### config.mk
export PLATFORM = sky130hd
export DESIGN_NAME = circular_deque_core
export DESIGN_NICKNAME = d
export VERILOG_FILES = /design/src/design/cdq_pkg.sv /design/src/design/circular_deque_core.sv /design/src/design/cdq_cell.sv /design/src/design/cdq_chain.sv
export VERILOG_INCLUDE_DIRS = /design/src /design/src/design
export SDC_FILE = /design/constraint.sdc
export NUM_CORES = 1
export LEC_CHECK = 0
export BUFFER_PORTS_ARGS = -buffer_cell sky130_fd_sc_hd__buf_2
export CORE_MARGIN = 2
export CORE_UTILIZATION = 55
export DETAILED_ROUTE_END_ITERATION = 12
export PLACE_DENSITY = 0.85
export SYNTH_ARGS = -nofsm -noshare
export SYNTH_HDL_FRONTEND = slang
export SYNTH_HIERARCHICAL = 1
export SYNTH_SLANG_ARGS = --single-unit
### constraint.sdc
create_clock -name clock -period 6.6 [get_ports clock]
set_clock_uncertainty 0.15 [all_clocks]
set_input_delay 0.33 -clock clock [delete_from_list [all_inputs] [get_ports clock]]
set_output_delay 0.33 -clock clock [all_outputs]
set_load 0.01 [all_outputs]
### src/design/circular_deque_core_assert.svh
// assertion macros for the circular deque core
`ifndef CIRCULAR_DEQUE_CORE_ASSERT_SVH
`define CIRCULAR_DEQUE_CORE_ASSERT_SVH

// condition and consequence in the same cycle
`define CDQ_ASSERT_NOW(label, clk, rst, cond, cons) \
   label: assert property (@(posedge clk) disable iff (rst) (cond) |-> (cons)) \
      else $error("deque assertion failed");

// consequence in the cycle after the condition
`define CDQ_ASSERT_NEXT(label, clk, rst, cond, cons) \
   label: assert property (@(posedge clk) disable iff (rst) (cond) |=> (cons)) \
      else $error("deque assertion failed");

`endif

### src/design/cdq_pkg.sv
// shared types and constants of the circular deque core
`default_nettype none

package cdq_pkg;

   localparam int DEPTH  = 16;
   localparam int IDX_W  = (DEPTH > 1) ? $clog2(DEPTH) : 1;
   localparam int CAP_W  = 5;
   localparam int WORD_W = 32;

   localparam logic [CAP_W-1:0] CAP_RESET = CAP_W'(16);

   typedef enum logic [1:0] {
      FUNC_PUSH_FRONT = 2'd0,
      FUNC_PUSH_REAR  = 2'd1,
      FUNC_POP_FRONT  = 2'd2,
      FUNC_POP_REAR   = 2'd3
   } func_type;

   typedef enum logic [1:0] {
      STATUS_DONE  = 2'd0,
      STATUS_FULL  = 2'd1,
      STATUS_EMPTY = 2'd2
   } status_type;

   // per-cell write and read select
   typedef struct packed {
      logic wr_en;
      logic rd_sel;
   } cell_ctrl_type;

   // store command from the control logic to the cell row
   typedef struct packed {
      logic             wr_en;
      logic [IDX_W-1:0] wr_idx;
      logic [IDX_W-1:0] rd_idx;
   } store_cmd_type;

endpackage

`default_nettype wire

### src/design/circular_deque_core.sv
// circular deque core: index control, cell row and result register
// a result is registered and valid in the cycle after its request transfer
// throughput: one request per cycle; requests wait only while a result is stalled
// the read runs through the row of cells within the cycle of the request
// reset clears indices and the result valid, sets the empty flag and capacity (to 16); words are kept
`default_nettype none

`include "circular_deque_core_assert.svh"

module circular_deque_core (
   input  wire logic                       clock,
   input  wire logic                       reset,
   // configuration
   input  wire logic                       csr_valid,
   output logic                            csr_ready,
   input  wire logic [cdq_pkg::CAP_W-1:0]  csr_capacity,
   // requests
   input  wire logic                       req_valid,
   output logic                            req_stall,
   input  wire logic [1:0]                 req_func,
   input  wire logic signed [cdq_pkg::WORD_W-1:0] req_value,
   // results
   output logic                            rsp_valid,
   input  wire logic                       rsp_stall,
   output logic [1:0]                      rsp_status,
   output logic signed [cdq_pkg::WORD_W-1:0] rsp_data
);
   import cdq_pkg::*;

   logic [IDX_W-1:0]  head_ff, head_in;
   logic [IDX_W-1:0]  tail_ff, tail_in;
   logic              empty_ff, empty_in;
   logic [CAP_W-1:0]  cap_ff;
   logic              rsp_valid_ff, rsp_valid_in;
   status_type        rsp_status_ff, rsp_status_in;
   logic [WORD_W-1:0] rsp_data_ff, rsp_data_in;

   logic              req_xfer, csr_xfer;
   func_type          func;
   logic [CAP_W-1:0]  cap_used;
   logic [IDX_W-1:0]  cap_last;
   logic [IDX_W-1:0]  head_c, tail_c;
   logic [IDX_W-1:0]  head_up, head_dn, tail_up, tail_dn;
   logic              full;
   store_cmd_type     cmd;
   logic [WORD_W-1:0] rd_data;
   logic              pop_on_empty;
   logic              rsp_refused;
   logic              rsp_empty;

   // handshakes
   assign csr_ready = 1'b1;
   assign csr_xfer  = csr_valid && csr_ready;
   assign req_stall = rsp_valid_ff && rsp_stall;
   assign req_xfer  = req_valid && !req_stall;
   assign func      = func_type'(req_func);

   // capacity in use, clamped to 1..DEPTH
   always_comb begin
      if (cap_ff == '0) begin
         cap_used = CAP_W'(1);
      end else if (cap_ff > CAP_W'(DEPTH)) begin
         cap_used = CAP_W'(DEPTH);
      end else begin
         cap_used = cap_ff;
      end
   end

   assign cap_last = IDX_W'(cap_used - CAP_W'(1));

   // indices kept inside the capacity in use
   assign head_c = (CAP_W'(head_ff) >= cap_used) ? '0 : head_ff;
   assign tail_c = (CAP_W'(tail_ff) >= cap_used) ? '0 : tail_ff;

   // circular neighbors
   assign head_up = (head_c == cap_last) ? '0 : head_c + IDX_W'(1);
   assign head_dn = (head_c == '0) ? cap_last : head_c - IDX_W'(1);
   assign tail_up = (tail_c == cap_last) ? '0 : tail_c + IDX_W'(1);
   assign tail_dn = (tail_c == '0) ? cap_last : tail_c - IDX_W'(1);

   assign full = !empty_ff && (tail_up == head_c);

   // operation decode, next indices and result
   always_comb begin
      head_in       = head_ff;
      tail_in       = tail_ff;
      empty_in      = empty_ff;
      rsp_status_in = STATUS_DONE;
      rsp_data_in   = '0;
      cmd.wr_en     = 1'b0;
      cmd.wr_idx    = '0;
      cmd.rd_idx    = head_c;

      unique case (func)
         FUNC_PUSH_FRONT, FUNC_PUSH_REAR: begin
            if (full) begin
               rsp_status_in = STATUS_FULL;
            end else if (empty_ff) begin
               head_in    = '0;
               tail_in    = '0;
               empty_in   = 1'b0;
               cmd.wr_en  = req_xfer;
               cmd.wr_idx = '0;
            end else if (func == FUNC_PUSH_FRONT) begin
               head_in    = head_dn;
               tail_in    = tail_c;
               cmd.wr_en  = req_xfer;
               cmd.wr_idx = head_dn;
            end else begin
               head_in    = head_c;
               tail_in    = tail_up;
               cmd.wr_en  = req_xfer;
               cmd.wr_idx = tail_up;
            end
         end
         FUNC_POP_FRONT, FUNC_POP_REAR: begin
            cmd.rd_idx = (func == FUNC_POP_FRONT) ? head_c : tail_c;
            if (empty_ff) begin
               rsp_status_in = STATUS_EMPTY;
            end else begin
               rsp_data_in = rd_data;
               if (head_c == tail_c) begin
                  head_in  = '0;
                  tail_in  = '0;
                  empty_in = 1'b1;
               end else if (func == FUNC_POP_FRONT) begin
                  head_in = head_up;
                  tail_in = tail_c;
               end else begin
                  head_in = head_c;
                  tail_in = tail_dn;
               end
            end
         end
         default: begin
            rsp_status_in = STATUS_DONE;
         end
      endcase
   end

   // result register valid
   always_comb begin
      if (req_xfer) begin
         rsp_valid_in = 1'b1;
      end else if (rsp_valid_ff && !rsp_stall) begin
         rsp_valid_in = 1'b0;
      end else begin
         rsp_valid_in = rsp_valid_ff;
      end
   end

   // control state
   always_ff @(posedge clock) begin
      if (reset) begin
         head_ff      <= '0;
         tail_ff      <= '0;
         empty_ff     <= 1'b1;
         cap_ff       <= CAP_RESET;
         rsp_valid_ff <= 1'b0;
      end else begin
         rsp_valid_ff <= rsp_valid_in;
         if (csr_xfer) begin
            cap_ff   <= csr_capacity;
            head_ff  <= '0;
            tail_ff  <= '0;
            empty_ff <= 1'b1;
         end else if (req_xfer) begin
            head_ff  <= head_in;
            tail_ff  <= tail_in;
            empty_ff <= empty_in;
         end
      end
   end

   // result payload
   always_ff @(posedge clock) begin
      if (req_xfer) begin
         rsp_status_ff <= rsp_status_in;
         rsp_data_ff   <= rsp_data_in;
      end
   end

   // row of storage cells
   cdq_chain u_chain (
      .clock   (clock),
      .cmd     (cmd),
      .wr_data ($unsigned(req_value)),
      .rd_data (rd_data)
   );

   assign rsp_valid  = rsp_valid_ff;
   assign rsp_status = rsp_status_ff;
   assign rsp_data   = $signed(rsp_data_ff);

   // terms for the checks
   assign pop_on_empty = req_xfer && !csr_xfer && empty_ff &&
                         ((func == FUNC_POP_FRONT) || (func == FUNC_POP_REAR));
   assign rsp_refused  = rsp_valid_ff && (rsp_status_ff != STATUS_DONE);
   assign rsp_empty    = rsp_valid_ff && (rsp_status_ff == STATUS_EMPTY);

   // checks
   `CDQ_ASSERT_NOW(a_empty_idx, clock, reset, empty_ff, (head_ff == '0) && (tail_ff == '0))
   `CDQ_ASSERT_NOW(a_refused_zero, clock, reset, rsp_refused, rsp_data_ff == '0)
   `CDQ_ASSERT_NEXT(a_pop_empty, clock, reset, pop_on_empty, rsp_empty)

endmodule

`default_nettype wire

### src/design/cdq_cell.sv
// one storage cell of the deque row: holds a word and merges it into the read chain
`default_nettype none

module cdq_cell (
   input  wire logic                       clock,
   input  wire cdq_pkg::cell_ctrl_type     ctrl,
   input  wire logic [cdq_pkg::WORD_W-1:0] wr_data,
   input  wire logic [cdq_pkg::WORD_W-1:0] rd_in,
   output logic      [cdq_pkg::WORD_W-1:0] rd_out
);
   import cdq_pkg::*;

   logic [WORD_W-1:0] word_ff;

   // word storage
   always_ff @(posedge clock) begin
      if (ctrl.wr_en) begin
         word_ff <= wr_data;
      end
   end

   // pass the chain on, adding this word when selected
   assign rd_out = rd_in | (ctrl.rd_sel ? word_ff : '0);

endmodule

`default_nettype wire

### src/design/cdq_chain.sv
// row of storage cells with index decode and the read chain
`default_nettype none

module cdq_chain (
   input  wire logic                       clock,
   input  wire cdq_pkg::store_cmd_type     cmd,
   input  wire logic [cdq_pkg::WORD_W-1:0] wr_data,
   output logic      [cdq_pkg::WORD_W-1:0] rd_data
);
   import cdq_pkg::*;

   logic [WORD_W-1:0] link [DEPTH+1];
   cell_ctrl_type     ctrl [DEPTH];

   assign link[0] = '0;

   // one cell per entry, read data handed from cell to cell
   for (genvar i = 0; i < DEPTH; i++) begin : g_cell
      assign ctrl[i].wr_en  = cmd.wr_en && (cmd.wr_idx == IDX_W'(i));
      assign ctrl[i].rd_sel = (cmd.rd_idx == IDX_W'(i));

      cdq_cell u_cell (
         .clock   (clock),
         .ctrl    (ctrl[i]),
         .wr_data (wr_data),
         .rd_in   (link[i]),
         .rd_out  (link[i+1])
      );
   end

   assign rd_data = link[DEPTH];

endmodule

`default_nettype wire

==> metrics.yaml, run 1 <==
global_routing:
  grt_max_degree: 38
  grt_overflow: 0
  grt_pass1_wl_um: 82300
  antenna_found_initial: 0
  grt_pass1_vias: 14100
  grt.total_usage: 0.249
timing:
  maxSlewViolCount: 0
  tightest_slew_ns: 1.25
  slew_headroom: 0.169
  clock.fmax_mhz: 160
  hold_violations: 0
  finalSetupViolations: 0
  setup_tns_ns: 0
  fin_crit_ns: 6.23
  period_share: 0.944
  holdWs_ns: 0.0387
  rsz0062_at_grt: "no"
setup_path:
  worstSetupPathType: "reg2reg"
  r2r-start: "cap_ff[2]"
  critical-path-slowest-cell: "a2111oi_4"
  crit_required_ns: 6.81
  worst_r2r_endpoint: "rsp_data[30]"
  crit_path_max_fanout: 8
  max_stage_delay_ns: 0.49
  reg2reg_depth: 27
  cp-end-kind: "flop"
  critPathArrivalTime_ns: 6.44
  reg2reg_slack_ns: 0.37
  cpMostUsedCell: "a21o_2"
  startpoint_type: "flop"
logic_synthesis:
  synth_area_leader_cell: "edfxtp_1"
  synth_edf_count: 546
  synth_top_flop_cell: "edfxtp_1"
  syn_avg_cell_area_sq_um: 15.8
  synthCells: 1470
  ys_ff_latch: 561
  netlist.area_leader.share: 0.705
  synth.cells.most_frequent: "546 x edfxtp_1, 481 x a21o_1, 56 x nor2_1"
  syn_area_sq_um: 23300
  synth_area_leaders: "edfxtp_1 70%, a21o_1 16%, buf_6 2.4%"
  synth_cell_types: 66
  seq_area_frac_synth: 0.718
  synth_most_common_cell: "edfxtp_1"
  yosysWarnings: 6
  ys_async_sr_fraction: 0
finish:
  n_antenna_cell: 0
  area_growth_pct: 15.0
  drive_gt1_frac: 0.174
  final_nets: 1721
clock_tree:
  cts.clk_slew.worst_paths_ns: 0.06
  htreeDepth: 2
  cts_tree: "built"
  cts_made_buffers: 54
  cts_buffer_depth: 3
  clkSinkCount: 561
  cts-root-buf: "clkbuf_16"
  clock_latency_ns: 0.60
detailed_routing:
  via_per_inst: 6.11
  wl_per_cell_um: 24.3
  num_vias: 13700
  drt_iter0_drc: 1292
  dr.pass1.iters: 5
  routed_wirelength_um: 54600
  antenna_left: 0
  drc_errors: 0
run:
  drv_cap: 0
die:
  die_h_um: 210
  start_util: 0.556
  core-area_sq_um: 41900
  io_pins: 81
  rows: 75
  die_w_um: 210
  die_area_sq_um: 44000
power:
  swShare: 0.206
  seqPwrFrac: 0.524
  ir_drop_v: 0.000181
  power.switching_mw: 1.55
  p_int_mw: 5.98
  clkPwrFrac: 0.423
  combPwrFrac: 0.053
  p_leak_nw: 10.4
  power_density_nw_per_um2: 281
worst_hold_path:
  hold_depth: 1
  hold_class: "in2reg"
  min-delay-start: "req_value[16]"
  hold_path_end: "u_chain/g_cell[15].u_cell/word_ff[16]"
placement:
  gp_congestion: 0.847
  port-buffer-count: 79
  hpwl_um: 31200
status:
  outcome: "completed"
## worst max-delay path by stage
stage / end / cells past startpoint / start
after floorplan: u_chain/g_cell[8].u_cell/word_ff[0] / 17 / cap_ff[2]
after global placement: rsp_data[29] / 26 / cap_ff[2]
after detailed placement: rsp_data[30] / 27 / cap_ff[2]
after CTS: rsp_data[30] / 27 / cap_ff[2]
after global routing: rsp_data[30] / 27 / cap_ff[2]
final: rsp_data[30] / 27 / cap_ff[2]
## per-stage QoR
step / util / instance area [sq um] / instances / worst slack (ns) / total power [mW]
3_3_place_gp: 0.584 / 24500 / 2103 / 0.530 / 4.37
5_1_grt: 0.639 / 26700 / 2249 / 0.0794 / 7.74
6_report: 0.639 / 26700 / 2249 / 0.368 / 7.53
3_5_place_dp: 0.584 / 24500 / 2103 / 0.342 / 4.39
2_1_floorplan: - / 23400 / 1501 / 0.237 / 4.26
4_1_cts: 0.639 / 26700 / 2249 / 0.272 / 7.57
## metal layers
metal / global-route usage / up-vias / wire (um)
met3: 0.0441 / 131 / 4270
met5: 0 / - / 0
li1: - / 6057 / -
met1: 0.330 / 6874 / 21800
met4: 0.106 / 0 / 2000
met2: 0.409 / 676 / 26600
## sequential cells by signal, summed over array words and instances, names as in the netlist
name                           count
cap_ff                             5
rsp_data                          32
head_ff                            4
rsp_valid                          1
rsp_status                         2
u_chain/g_cell.u_cell/word_ff    512
empty_ff                           1
tail_ff                            4
## critical path, delay by kind of cell (launching register included)
kind            cells  cell delay, ns
simple gates        6            0.93
flops               1            0.46
compound gates     19            4.00
fa+ha+maj           1            0.29
buf+inv             1            0.14
## timing repair
| item | 4_1_cts | 5_1_grt |
|---|---|---|
| setup buffers | 0 | 0 |
| hold buffers | 44 | 0 |
| resized for setup | 0 | 4 |
| endpoints found under the hold margin | 502 | 0 |
| setup endpoints to repair | 0 | 23 |
## layout make-up
cell class	instances	area [sq um]
sequential	561	16700
fill	2896	15100
multi-input combinational	856	6180
clock buffer	64	1420
timing repair buffer	176	1310
tap	539	674
clock inverter	38	417
inverter	15	56.3
## layout by cell type (no fill, tap or decap), drive strengths merged, types with 20 or more instances in the layout
master,count
clkinv,24
nor2,56
nor3,20
o21ai,32
conb,33
nand2,26
a21o,513
dlygate4sd3,44
clkbuf,64
edfxtp,546
buf,132
inv,20
and2,38
## power groups by stage
stage	combinational [mW]	clock [mW]	sequential, mW
after floorplan	0.235	0	4.02
after global placement	0.354	0	4.02
after detailed placement	0.369	0	4.02
after CTS	0.395	3.23	3.94
after global routing	0.432	3.37	3.94
final	0.400	3.19	3.94
## kinds of logic after synthesis
kind of cell	synth area share
AOI/OAI and AO/OA	0.198
xor gates and xnor gates	0.00414
adders and majority gates	0.00699
buffers and inverters	0.0302
DFF	0.718
muxes	0.00344
other	0.000323
and+or+nand+nor	0.0398
Note: power is estimated with default switching activity, not from simulation.
==> run 2: changes to the inputs <==
- ABC_CLOCK_PERIOD_IN_PS: unset -> 6900
- PLACE_DENSITY: 0.85 -> 0.82
- clock period: 6.6 -> 6.9 ns (I/O delays scaled with it)
==> run 2 against run 1 <==
Effect of this change: critical path depth up 1; register-to-register slack gained 0.05 ns; sequential cell count stayed put; combinational power is 8.3% lower; via count shrank 1.5%; clock power decreased by 13%; count of clock-buffer cells in the layout rose by 3.
==> metrics.yaml, run 2 (synthesized netlist as in run 1, its figures left out) <==
status:
  outcome: "completed"  # unchanged
detailed_routing:
  wl_met3_um: 3790  # was 4270 um
  num_vias: 13500  # was 13,700
  top_signal_layer_used: "met5"  # was met4
  dr.pass1.iters: 5  # unchanged
  wl_per_cell_um: 23.4  # was 24.3 um
  met1_length_um: 21000  # was 21,800 um
  antenna_left: 0  # unchanged
  routed_wirelength_um: 52200  # was 54,600 um
  drt_iter0_drc: 1133  # was 1,292
  drc_errors: 0  # unchanged
  via_per_inst: 6.06  # was 6.11
  wl_met2_um: 26000  # was 26,600 um
setup_path:
  max_stage_delay_ns: 0.58  # was 0.49 ns
  worst_r2r_endpoint: "rsp_data[30]"  # unchanged
  critPathArrivalTime_ns: 6.69  # was 6.44 ns
  worstSetupPathType: "reg2reg"  # unchanged
  cp-end-kind: "flop"  # unchanged
  crit_required_ns: 7.10  # was 6.81 ns
  crit_path_max_fanout: 17  # was 8
  reg2reg_slack_ns: 0.42  # was 0.37 ns
  reg2reg_depth: 28  # was 27
  startpoint_type: "flop"  # unchanged
  critical-path-slowest-cell: "dfxtp_1"  # was a2111oi_4
  cpMostUsedCell: "a21o_2"  # unchanged
  r2r-start: "cap_ff[4]"  # was cap_ff[2]
die:
  die_area_sq_um: 44000  # unchanged
  die_w_um: 210  # unchanged
  rows: 75  # unchanged
  die_h_um: 210  # unchanged
  io_pins: 81  # unchanged
  start_util: 0.556  # unchanged
  core-area_sq_um: 41900  # unchanged
finish:
  top_register: "u_chain/g_cell.u_cell/word_ff"  # unchanged
  area_growth_pct: 13.6  # was 15.0%
  largest_reg_flops: 512  # unchanged
  n_antenna_cell: 0  # unchanged
  instances_no_fill: 2234  # was 2,249
  fin_util: 0.632  # was 0.639
  drive_gt1_frac: 0.161  # was 0.174
  finish.instance_area_sq_um: 26400  # was 26,700 sq um
  mostFrequentLayoutCell: "edfxtp_1"  # unchanged
  most-common-layout-cells: "546 x edfxtp_1, 481 x a21o_1, 79 x buf_2"  # unchanged
  final_nets: 1711  # was 1,721
timing:
  hold_violations: 0  # unchanged
  slew_headroom: 0.141  # was 0.169
  rsz0062_at_grt: "no"  # unchanged
  tightest_slew_ns: 1.28  # was 1.25 ns
  maxSlewViolCount: 0  # unchanged
  setup_tns_ns: 0  # unchanged
  period_share: 0.940  # was 0.944
  finalSetupViolations: 0  # unchanged
  holdWs_ns: 0.00764  # was 0.0387 ns
  clock.fmax_mhz: 154  # was 160 MHz
  fin_ws_ns: 0.415  # was 0.368 ns
  fin_crit_ns: 6.48  # was 6.23 ns
worst_hold_path:
  hold_depth: 1  # unchanged
  hold_path_end: "u_chain/g_cell[1].u_cell/word_ff[14]"  # was u_chain/g_cell[15].u_cell/word_ff[16]
  hold_class: "in2reg"  # unchanged
  min-delay-start: "req_value[14]"  # was req_value[16]
clock_tree:
  clock_latency_ns: 0.60  # about the same
  cts_made_buffers: 52  # was 54
  cts-root-buf: "clkbuf_16"  # unchanged
  cts_buffer_depth: 3  # unchanged
  htreeDepth: 2  # unchanged
  clkSinkCount: 561  # unchanged
  cts.clk_slew.worst_paths_ns: 0.06  # about the same
  cts_tree: "built"  # unchanged
  cts_resized: 0  # unchanged
power:
  power_mw: 6.92  # was 7.53 mW
  power_density_nw_per_um2: 262  # was 281 nW/um^2
  p_leak_nw: 10.3  # was 10.4 nW
  ir_drop_v: 0.000246  # was 0.000181 V
run:
  drv_cap: 0  # unchanged
global_routing:
  grt.total_usage: 0.240  # was 0.249
  antenna_found_initial: 1  # was 0
  grt_overflow: 0  # unchanged
  grt_max_degree: 38  # unchanged
  grt_pass1_wl_um: 79700  # was 82,300 um
  grt_pass1_vias: 13800  # was 14,100
placement:
  gp_congestion: 0.882  # was 0.847
  port-buffer-count: 79  # unchanged
  placed_cells_incl_taps: 2095  # was 2,103
  place_area_sq_um: 24400  # was 24,500 sq um
  preCtsSetupSlack_ns: 0.478  # was 0.342 ns
  hpwl_um: 30500  # was 31,200 um
-- run 2: cell types whose count changed in the layout (fill, tap and decap cells not counted), moves of 3 or more --
cell / change
buf_12: -3
buf_4: -5
clkinv_2: -4
bufinv_16: -4
clkbuf_1: +6
inv_6: -4
-- run 2: area by class of cell --
| type | instances | area [sq um] |
|---|---|---|
| clock buffers | 67 | 1380 |
| repair buffers | 168 | 1210 |
| flip-flops and latches | 561 | 16700 |
| clock inverters | 28 | 249 |
| well taps | 539 | 674 |
| inverters | 15 | 56.3 |
| fillers | 2969 | 15400 |
| multi-input cells | 856 | 6170 |
-- run 2: timing repair --
| action | in CTS | in global routing |
|---|---|---|
| hold buffers | 44 | 0 |
| setup buffers | 0 | 0 |
| hold endpoints to repair | 422 | 0 |
-- run 2: where the power goes --
group	switching [mW]	leakage, nW	internal, mW	total, mW
logic	0.196	4.40	0.172	0.367
registers	0.0131	5.08	3.76	3.77
clock network	1.21	0.799	1.56	2.77
-- run 2: worst max path at each step --
stage / from / to / slack, ns / cells past startpoint
6_report: cap_ff[4] / rsp_data[30] / 0.42 / 28
5_1_grt: cap_ff[4] / rsp_data[30] / 0.02 / 28
4_1_cts: cap_ff[4] / rsp_data[29] / 0.44 / 28
3_5_place_dp: cap_ff[4] / rsp_data[30] / 0.48 / 28
3_3_place_gp: cap_ff[4] / rsp_data[29] / 0.66 / 28
2_1_floorplan: cap_ff[2] / u_chain/g_cell[8].u_cell/word_ff[0] / 0.54 / 17
-- run 2: worst max-delay path: cells and delay by family, from the launching register on --
kind,cells,cell delay (ns)
AO/OA/AOI/OAI,18,3.76
flip-flops,1,0.58
buffers and inverters,4,0.79
adder cells (fa/ha/maj),1,0.29
AND/OR/NAND/NOR,5,0.68
-- run 2: per-layer routing --
metal,vias to the layer above,track usage
met2,571,0.411
met4,2,0.0709
met5,-,0
met3,109,0.0470
li1,6036,-
met1,6811,0.314
==> run 3: changes to the inputs <==
- REMOVE_ABC_BUFFERS: unset -> 1
==> run 3 against run 2 <==
Effect of this change: largest cell class unchanged; count of clock-buffer cells in the layout is 7 lower; global-route usage shrank 0.094 points; worst hold slack better by 0.062 ns; critical path type unchanged; combinational power is 2% higher; routed wire length hardly changed; critical path depth down 1; maximum frequency down 0.20%; highest routed layer is now met4; non-clock buffer count rose by 9; clock power up 11%.
==> metrics.yaml, run 3 (synthesized netlist as in run 1, its figures left out) <==
power:
  power.switching_mw: 1.46  # was 1.42 mW
  power_density_nw_per_um2: 270  # was 262 nW/um^2
  p_leak_nw: 10.4  # was 10.3 nW
  combPwrFrac: 0.052  # was 0.053
  swShare: 0.202  # was 0.206
  p_int_mw: 5.77  # was 5.49 mW
  seqPwrFrac: 0.522  # was 0.546
  power_mw: 7.23  # was 6.92 mW
  clkPwrFrac: 0.426  # was 0.401
  ir_drop_v: 0.000221  # was 0.000246 V
setup_path:
  crit_required_ns: 7.10  # about the same
  cp-end-kind: "flop"  # unchanged
  critPathArrivalTime_ns: 6.70  # was 6.69 ns
  cp.buffers_inverters: 2  # was 4
  startpoint_type: "flop"  # unchanged
  critical-path-slowest-cell: "a2111oi_4"  # was dfxtp_1
  cpMostUsedCell: "a21o_2"  # unchanged
  max_stage_delay_ns: 0.54  # was 0.58 ns
  crit_path_max_fanout: 8  # was 17
  worstSetupPathType: "reg2reg"  # unchanged
  path_delay_family: "compound AO/OA/AOI/OAI gates"  # unchanged
finish:
  final_nets: 1722  # was 1,711
  most-common-layout-cells: "546 x edfxtp_1, 481 x a21o_1, 79 x buf_2"  # unchanged
  area_growth_pct: 15.0  # was 13.6%
  fillers: 2831  # was 2,969
  drive_gt1_frac: 0.167  # was 0.161
  largest_reg_flops: 512  # unchanged
  ff_latch_area_sq_um: 16700  # unchanged
  multi_input_area_sq_um: 6180  # was 6170 sq um
  mostFrequentLayoutCell: "edfxtp_1"  # unchanged
  top_register: "u_chain/g_cell.u_cell/word_ff"  # unchanged
  finish.instance_area_sq_um: 26800  # was 26,400 sq um
timing:
  setup_tns_ns: 0  # unchanged
  fin_ws_ns: 0.402  # was 0.415 ns
  tightest_slew_ns: 1.33  # was 1.28 ns
  fin_crit_ns: 6.50  # was 6.48 ns
  hold_violations: 0  # unchanged
  maxSlewViolCount: 0  # unchanged
  finalSetupViolations: 0  # unchanged
  period_share: 0.942  # was 0.940
  slew_headroom: 0.106  # was 0.141
  clock.fmax_mhz: 154  # about the same
  rsz0062_at_grt: "no"  # unchanged
placement:
  port-buffer-count: 79  # unchanged
  gp_congestion: 0.863  # was 0.882
  place_area_sq_um: 24400  # about the same
  preCtsSetupSlack_ns: 0.432  # was 0.478 ns
  hpwl_um: 30300  # was 30,500 um
global_routing:
  grt.total_usage: 0.239  # was 0.240
  grt_overflow: 0  # unchanged
  antenna_found_initial: 2  # was 1
  grt_pass1_wl_um: 80000  # was 79,700 um
  grt_max_degree: 38  # unchanged
  grt_pass1_vias: 13700  # was 13,800
die:
  die_area_sq_um: 44000  # unchanged
  rows: 75  # unchanged
  start_util: 0.556  # unchanged
  die_w_um: 210  # unchanged
  core-area_sq_um: 41900  # unchanged
  die_h_um: 210  # unchanged
  io_pins: 81  # unchanged
clock_tree:
  cts.clk_slew.worst_paths_ns: 0.06  # about the same
  clkSinkCount: 561  # unchanged
  htreeDepth: 2  # unchanged
  cts_resized: 0  # unchanged
  cts_buffer_depth: 3  # unchanged
  cts_tree: "built"  # unchanged
  clock_latency_ns: 0.61  # was 0.60 ns
  cts_made_buffers: 54  # was 52
  cts-root-buf: "clkbuf_16"  # unchanged
detailed_routing:
  wl_per_cell_um: 23.2  # was 23.4 um
  routed_wirelength_um: 52200  # about the same
  via_per_inst: 6.04  # was 6.06
  drt_iter0_drc: 1219  # was 1,133
  num_vias: 13600  # was 13,500
  dr.pass1.iters: 5  # unchanged
  antenna_left: 0  # unchanged
  drc_errors: 0  # unchanged
worst_hold_path:
  hold_class: "in2reg"  # unchanged
run:
  drv_cap: 0  # unchanged
status:
  outcome: "completed"  # unchanged
-- run 3: cell types whose count changed in the layout (fill, tap and decap cells not counted), moves of 2 or more --
cell / delta
clkinv_8: +2
nor2_4: +3
clkbuf_16: +2
clkinv_1: +3
clkbuf_1: -9
buf_4: +3
diode_2: +2
bufinv_16: +6
dlygate4sd3_1: +7
nor2_2: -3
-- run 3: path summary, 6_finish.rpt --
kind,from,endpoint,slack [ns],cells after the start
setup / recovery,cap_ff[2],rsp_data[29],0.40,27
setup reg to reg,cap_ff[2],rsp_data[29],0.40,27
hold / removal,reset,empty_ff,0.07,3
hold reg to reg,head_ff[0],head_ff[0],0.43,2
-- run 3: power by group through the flow --
stage	combinational, mW	sequential (mW)	clock, mW
CTS	0.374	3.77	3.11
detailed placement	0.345	3.84	0
finish	0.376	3.77	3.08
global placement	0.334	3.84	0
floorplan	0.213	3.85	0
global route	0.411	3.77	3.24
-- run 3: repair_timing --
action | 4_1_cts | 5_1_grt
hold endpoints to repair | 519 | 0
endpoints found under the setup margin | 0 | 2
hold buffers | 51 | 0
setup buffers | 0 | 0
-- run 3: metal layers --
layer | vias up | wire (um) | global-route usage
met4 | 0 | 1400 | 0.0768
met5 | - | 0 | 0
met2 | 564 | 25900 | 0.403
met3 | 95 | 3690 | 0.0410
met1 | 6867 | 21200 | 0.319
li1 | 6057 | - | -
-- run 3: tightest hold or removal path, stage by stage --
cell     delay [ns]
buf_2          0.16
nor2_1         0.17
o21ai_0        0.11
-- run 3: layout make-up --
| cell class | count | area share |
|---|---|---|
| clock inverter | 39 | 0.0175 |
| timing repair buffer | 177 | 0.0480 |
| clock buffer | 60 | 0.0521 |
| sequential | 561 | 0.624 |
| inverter | 15 | 0.00210 |
| multi-input combinational | 856 | 0.231 |
| antenna | 2 | 0.000187 |
| tap | 539 | 0.0252 |
-- run 3: per-stage QoR --
step                      hold slack (ns)   util  cells
after floorplan                     0.267      -   1432
after global placement              0.418  0.583   2097
after detailed placement            0.422  0.583   2097
after CTS                          0.0486  0.639   2247
after global routing               0.0819  0.639   2248
final                              0.0691  0.639   2249
